<file path="config.mk">
export PLATFORM = sky130hd
export DESIGN_NAME = urgr_ram
export DESIGN_NICKNAME = d
export VERILOG_FILES = /design/src/rtl/urgr_ram.sv
export SDC_FILE = /design/constraint.sdc
export NUM_CORES = 1
export LEC_CHECK = 0
export BUFFER_PORTS_ARGS = -buffer_cell sky130_fd_sc_hd__buf_4
export CORE_MARGIN = 10
export CORE_UTILIZATION = 30
export CTS_CLUSTER_DIAMETER = 120
export DETAILED_ROUTE_END_ITERATION = 7
export PLACE_DENSITY_LB_ADDON = 0.15
export SYNTH_ARGS = -nofsm -noshare
export SYNTH_HDL_FRONTEND = slang
export SYNTH_SLANG_ARGS = --single-unit
</file>
<file path="constraint.sdc">
create_clock -name clk -period 2.3 [get_ports clk]
set_clock_uncertainty 0.2 [all_clocks]
set_input_delay 0.345 -clock clk [delete_from_list [all_inputs] [get_ports clk]]
set_output_delay 0.345 -clock clk [all_outputs]
set_load 0.01 [all_outputs]
</file>
<file path="src/rtl/urgr_ram.sv">
`timescale 1ns / 1ps
`default_nettype none
module urgr_ram #(
  parameter int WIDTH = 8,
  parameter int DEPTH = 16
) (
  input  wire logic                     clk,
  input  wire logic                     we,
  input  wire logic [$clog2(DEPTH)-1:0] waddr,
  input  wire logic [WIDTH-1:0]         wdata,
  input  wire logic [$clog2(DEPTH)-1:0] raddr,
  output logic      [WIDTH-1:0]         rdata
);

  logic [WIDTH-1:0] mem [DEPTH];

  always_ff @(posedge clk) begin
    if (we) begin
      mem[waddr] <= wdata;
    end
    rdata <= mem[raddr];
  end

endmodule
`default_nettype wire

</file>
; ---- Word level (Yosys, flattened, before mapping)
; Memories as Yosys holds them, arrays and structs flattened. A register that Yosys moved wholly into a read port is not among the register bits.
; Cells that the tools add are included.
[word_totals]
latchBits = 0
mem_bits_rw = 128
n_memories = 1
regBits = 0
out_inout_bits = 8
word_cells = 3
rom_bits = 0
input_bits = 18
[memory_table]
columns = name, words, width, rd, rd_ports_with_merged_regs, wr, line_no
row1 = mem, 16, 8, 1, 1, 1, 15  ; logic [WIDTH-1:0] mem [DEPTH];
[op_classes]
shifts = 0
n_div = 0
n_lt_le_gt_ge = 0
reduce_logical = 0
bitwise_logic = 0
multipliers = 0
muxes = 2
eq_ne = 0
add_sub_neg = 0
[ops]
columns = operator, n
row1 = $mux 1, 2

; ---- Logic depth before layout (Yosys ltp)
; Gate-level depths: netlist (run 1).
[depth]
depth_word = 2
depth_mapped = 5
ltp_nobuf = 3

; ---- Worst setup path before layout (run 1)
; No wires, ideal clock.
[synth_timing]
kind = in2reg
from = input port waddr[2]
to = memory mem[0][0] (enable)
n_path_buf = 0
stages = 2
setup_time_ns = 0.383
arrival_time_ns = 1.455
setup_slack_ns = 0.262
cell_sequence = or3b_2 nor3_1
[synth_lines]
columns = element, line_no
row1 = from (decl), 9  ; input wire logic [$clog2(DEPTH)-1:0] waddr,
row2 = to (decl), 15
; Straight into the memory's write port.

==> results of run 1 <==
## worst max-delay path by stage
stage,start,to,cells after the start
2_1_floorplan,waddr[2],mem[0][0]$_DFFE_PP_,2
3_3_place_gp,raddr[0],rdata[1]$_DFF_P_,5
3_5_place_dp,raddr[0],rdata[4]$_DFF_P_,5
4_1_cts,raddr[0],rdata[4]$_DFF_P_,5
5_1_grt,raddr[0],rdata[3]$_DFF_P_,5
6_report,raddr[0],rdata[4]$_DFF_P_,5
## routing by layer
layer | global-route usage, % | up-vias | part of all wire [%]
met1 | 13.1 | 1287 | 47
met5 | 0 | - | 0
met4 | 3.61 | 0 | 0.98
met2 | 15.2 | 44 | 48
li1 | - | 1087 | -
met3 | 3.52 | 10 | 4.2
## layout by cell type, fill, tap and decap left out
master / count
nor2_1: 13
nand3b_1: 2
clkbuf_8: 3
dfxtp_1: 8
buf_12: 2
clkinvlp_4: 1
clkinv_2: 5
clkbuf_1: 3
or3b_2: 1
nor3_1: 4
bufinv_16: 3
mux4_2: 18
a22oi_1: 16
mux4_1: 14
and2_1: 1
nand3_1: 1
and2b_1: 1
clkbuf_16: 17
nand2b_1: 2
buf_4: 47
edfxtp_1: 128
nand2_1: 9
nor2b_1: 1
## report_power, final
part | switching (W) | total, W | internal [W]
registers | 0.0000205 | 0.00279 | 0.00277
clock network | 0.000926 | 0.00271 | 0.00178
logic | 0.000149 | 0.000284 | 0.000134
total | 0.00110 | 0.00578 | 0.00469
## stage by stage
stage | util (%) | worst slack [ps] | cell area, um2 | power (W) | hold WS, ps
final | 37.9 | 714 | 6330 | 0.00578 | 43.1
after global routing | 37.9 | 619 | 6330 | 0.00600 | 53.4
after CTS | 37.9 | 692 | 6330 | 0.00585 | 28.0
after detailed placement | 34.3 | 250 | 5730 | 0.00314 | 462
after global placement | 34.3 | 266 | 5730 | 0.00314 | 462
after floorplan | - | 262 | 5150 | 0.00298 | 244
## sequential cells by signal (all words and copies together), names as in the netlist
| name | flops |
|---|---|
| mem | 128 |
| rdata | 8 |
## layout make-up
| type | instances | area [um2] |
|---|---|---|
| clock inverter | 9 | 123 |
| sequential | 136 | 4000 |
| multi-input combinational | 83 | 1060 |
| timing repair buffer | 49 | 393 |
| clock buffer | 23 | 478 |
| fill | 1540 | 10400 |
| tap | 220 | 275 |
## logic make-up after synthesis
| family | share of synthesized area [%] |
|---|---|
| DFF | 77.8 |
| and+or+nand+nor | 3.18 |
| muxes | 15.0 |
| AOI/OAI and AO/OA | 2.33 |
| buffers and inverters | 1.68 |
## worst max-delay path: cells and delay by family
kind	cells	cell delay [ps]
muxes	1	560
buffers and inverters	2	460
AOI/OAI and AO/OA	1	230
and+or+nand+nor	1	80
==> results.toml, run 1 <==
[status]
outcome = "finished clean"

[worst_setup_path]
path_class = "input port to flip-flop"
crit_slowest_cell = "mux4_1"
critPathMaxStageDelay_ps = 560
timing.critical_path.arrival_ps = 1670
crit_chain = "buf_4 > buf_12 > mux4_1 > a22oi_1 > nand2_1"
cp_max_fo = 13
critPathLaunchType = "input port"
required_ps = 2390
crit_path_end_kind = "flip-flop"
timing.rr.end = "rdata[3]$_DFF_P_"
reg2reg_depth = 3
reg2reg_from = "mem[9][3]$_DFFE_PP_"
ff2ff_setup_slack_ps = 770

[sta]
worst_pin_slew_ps = 401
finalCriticalPeriod_ps = 1590
tns_ps = 0
hold_viol_final = 0
fmax_ghz = 0.630
max-slew-margin-rel_pct = 73.3
period_share_pct = 69.0
setup_violations = 0
rsz0062_at_grt = "no"
slew_violations = 0

[global_route]
antenna_found_initial = 0
grt_pass1_vias = 2588
grt-ovfl-total = 0
grt_max_degree = 17
grt_use_total_pct = 10.1
grt_pass1_wl_mm = 16.3

[layout]
area_delta_synth_final_pct = 23.0
fin_cells = 520
antenna_cells = 0
layout.nets = 305
drive_gt1_share_pct = 32.3

[synth]
async_reset_ff_share_pct = 0
synth_seq_area_share_pct = 77.8
synth_warnings = 0
netlist_area_um2 = 5150
ys_seq_elements = 136
syn_nets = 247
yosys-top-cells-count = "128 x edfxtp_1, 18 x mux4_2, 16 x a22oi_1"
synth_top_area_cell = "edfxtp_1"
synth_edf_count = 128
yosys.cell_types.count = 19
synth_ff_type = "edfxtp_1"
synth_top_area_share_pct = 74.7
synth_area_leaders = "edfxtp_1 75%, mux4_2 7.9%, mux4_1 7.1%"
post-synth-top-count-cell = "edfxtp_1"
synthCells = 229
syn_area_per_cell_um2 = 22.5

[clock_network]
clk_pin_slew_ps = 50
post-cts-setup-buffers = 0
cts_htree_levels = 4
clkSinkCount = 136
cts_resized = 0
clockBufferDepth = 2
postCtsHoldBufs = 0
clk_latency_ps = 410
cts_tree = "built"
cts_inserted_buffers = 17
clockRootBuffer = "clkbuf_16"

[power]
vdd_drop_max_v = 0.000477
leakagePower_nw = 2.15
pwr_density_cell_nw_per_um2 = 913

[floorplan]
start_util_pct = 30.8
io_pins = 26
die_y_um = 151
die_area_um2 = 22800
rows = 47
fp.dieW_um = 151
design.core.area_um2 = 16700

[place]
io_buffer_count = 25
dp_cells = 488
dp_hpwl_mm = 7.34
gp_congestion = 0.693

[hold_path]
min_path_type = "input port to flip-flop"
min_to = "mem[4][2]$_DFFE_PP_"
hp-start = "wdata[2]"
hold_depth = 1

[drt]
via_count = 2428
first_pass_iters = 4
wirelength_mm = 10.4
vias_per_cell = 4.67
ant_nets = 0
avgRoutedWirePerCell_um = 20.1
drcViolationCount = 0
drtIter0Drc = 141

[job]
cap_violations = 0
Note: power is estimated with default switching activity, not from simulation.
==> run 2: changes to the inputs <==
==> constraint.sdc (replaced) <==
create_clock -name clk -period 1.3 [get_ports clk]
set_clock_uncertainty 0.2 [all_clocks]
set_input_delay 0.195 -clock clk [delete_from_list [all_inputs] [get_ports clk]]
set_output_delay 0.195 -clock clk [all_outputs]
set_load 0.01 [all_outputs]
==> results.toml, run 2 (synthesized netlist as in run 1, its figures left out) <==
[worst_setup_path]
path_class = "flip-flop to flip-flop"
critPathLaunchType = "flip-flop"
timing.critical_path.arrival_ps = 1570
cp.depth = 3
crit_chain = "mux4_2 > a22oi_2 > nand2_2"
crit_slowest_cell = "mux4_2"
reg2reg_depth = 3
critPathMaxStageDelay_ps = 490
crit_buf_inv = 0
cp_top_family = "multiplexers"
required_ps = 1380
crit_path_end_kind = "flip-flop"
cp_max_fo = 1

[floorplan]
die_area_um2 = 22800
design.core.area_um2 = 16700
die_y_um = 151
start_util_pct = 30.8
rows = 47
fp.dieW_um = 151
io_pins = 26

[layout]
area_delta_synth_final_pct = 35.2
final_common_cell = "edfxtp_1"
antenna_cells = 0
largest-register = "mem"
reg.largest.list = "mem (128), rdata (8)"
fillers = 1507
drive_gt1_share_pct = 48.8
layout.nets = 333
most-common-layout-cells = "128 x edfxtp_1, 48 x buf_4, 32 x mux4_2, 18 x buf_12, 17 x clkbuf_16"
largest_register_ffs = 128

[sta]
max-slew-margin-rel_pct = 37.1
fmax_ghz = 0.670
hold_slack_ps = 119
setup_violations = 8
slew_violations = 0
worst_pin_slew_ps = 941
finalCriticalPeriod_ps = 1490
rsz0062_at_grt = "yes"
layout_setup_ws_ps = -193
period_share_pct = 115
hold_viol_final = 0

[power]
pwr_density_cell_nw_per_um2 = 1630
leakagePower_nw = 2.32
vdd_drop_max_v = 0.000764
totalPowerFinal_w = 0.0113

[drt]
via_count = 2505
avgRoutedWirePerCell_um = 20.6
drcViolationCount = 0
ant_nets = 0
first_pass_iters = 4
drtIter0Drc = 211
wirelength_mm = 11.3
vias_per_cell = 4.57

[hold_path]
min_path_type = "input port to flip-flop"
hold_depth = 4

[status]
violations = "setup timing"
outcome = "complete, but fails checks"

[clock_network]
clk_latency_ps = 410
cts_inserted_buffers = 17
clockRootBuffer = "clkbuf_16"
clk_pin_slew_ps = 60
cts_htree_levels = 4
cts_tree = "built"
clockBufferDepth = 2
clkSinkCount = 136

[global_route]
grt_max_degree = 19
grt_use_total_pct = 10.8
grt-ovfl-total = 0
grt_pass1_wl_mm = 17.7
antenna_found_initial = 0
grt_pass1_vias = 2760

[place]
dp_hpwl_mm = 7.52
place_ws_ps = -541
io_buffer_count = 25
gp_congestion = 0.690

[job]
cap_violations = 0
## run 2: cell types whose count changed in the layout (fill, tap and decap cells not counted), sizes merged
| cell | delta |
|---|---|
| buf | +20 |
| dlygate4sd3 | +8 |
| bufinv | +5 |
| clkbuf | -4 |
| clkinv | -3 |
| clkinvlp | +1 |
| inv | +1 |
## run 2: metal layers
layer  vias to the layer above  global-route usage [%]  part of all wire [%]
li1                       1133                       -                     -
met1                      1313                    15.3                    49
met5                         -                       0                     0
met4                         0                    4.19                   1.3
met3                         9                    3.13                   4.2
met2                        50                    15.3                    45
## run 2: timing repair
item | CTS | global route
gates resized for setup | 13 | 4
endpoints found under the setup margin | 11 | 10
hold buffers | 8 | 0
pin swaps | 4 | 1
buffers inserted | 0 | 0
hold endpoints to repair | 128 | 0
## run 2: area by class of cell
type | instances | area, um2 | share of cell area [%]
multi-input cells | 83 | 1140 | 16.3
clock inverters | 13 | 274 | 3.94
flip-flops and latches | 136 | 4010 | 57.6
repair buffers | 77 | 835 | 12.0
well taps | 220 | 275 | 3.95
clock buffers | 19 | 433 | 6.22
## run 2: power by group
| part | leakage (nW) | total (W) | internal, W | switching [W] |
|---|---|---|---|---|
| sequential | 1.22 | 0.00494 | 0.00491 | 0.0000334 |
| combinational | 0.763 | 0.000659 | 0.000338 | 0.000320 |
| clock | 0.338 | 0.00573 | 0.00398 | 0.00174 |
## run 2: metrics by stage
| step | area (um2) | utilization, % | setup TNS (ps) | instances |
|---|---|---|---|---|
| after floorplan | 5220 | - | -9390 | 229 |
| after global placement | 6120 | 36.7 | -33490 | 509 |
| after detailed placement | 6120 | 36.7 | -33680 | 509 |
| after CTS | 6950 | 41.6 | -1380 | 548 |
| after global routing | 6960 | 41.7 | -1570 | 548 |
| final | 6960 | 41.7 | -1120 | 548 |
## run 2: path summary, 6_finish.rpt
path	from	end	slack [ps]
setup / recovery	mem[3][7]$_DFFE_PP_	rdata[7]$_DFF_P_	-190
hold / removal	raddr[3]	rdata[4]$_DFF_P_	120
setup reg to reg	mem[3][7]$_DFFE_PP_	rdata[7]$_DFF_P_	-190
hold reg to reg	mem[4][6]$_DFFE_PP_	rdata[6]$_DFF_P_	470
## run 2: worst min-delay path: stages
cell and delay [ps]:
buf_4 90, nor2_1 130, a22oi_1 210, nand2_1 60
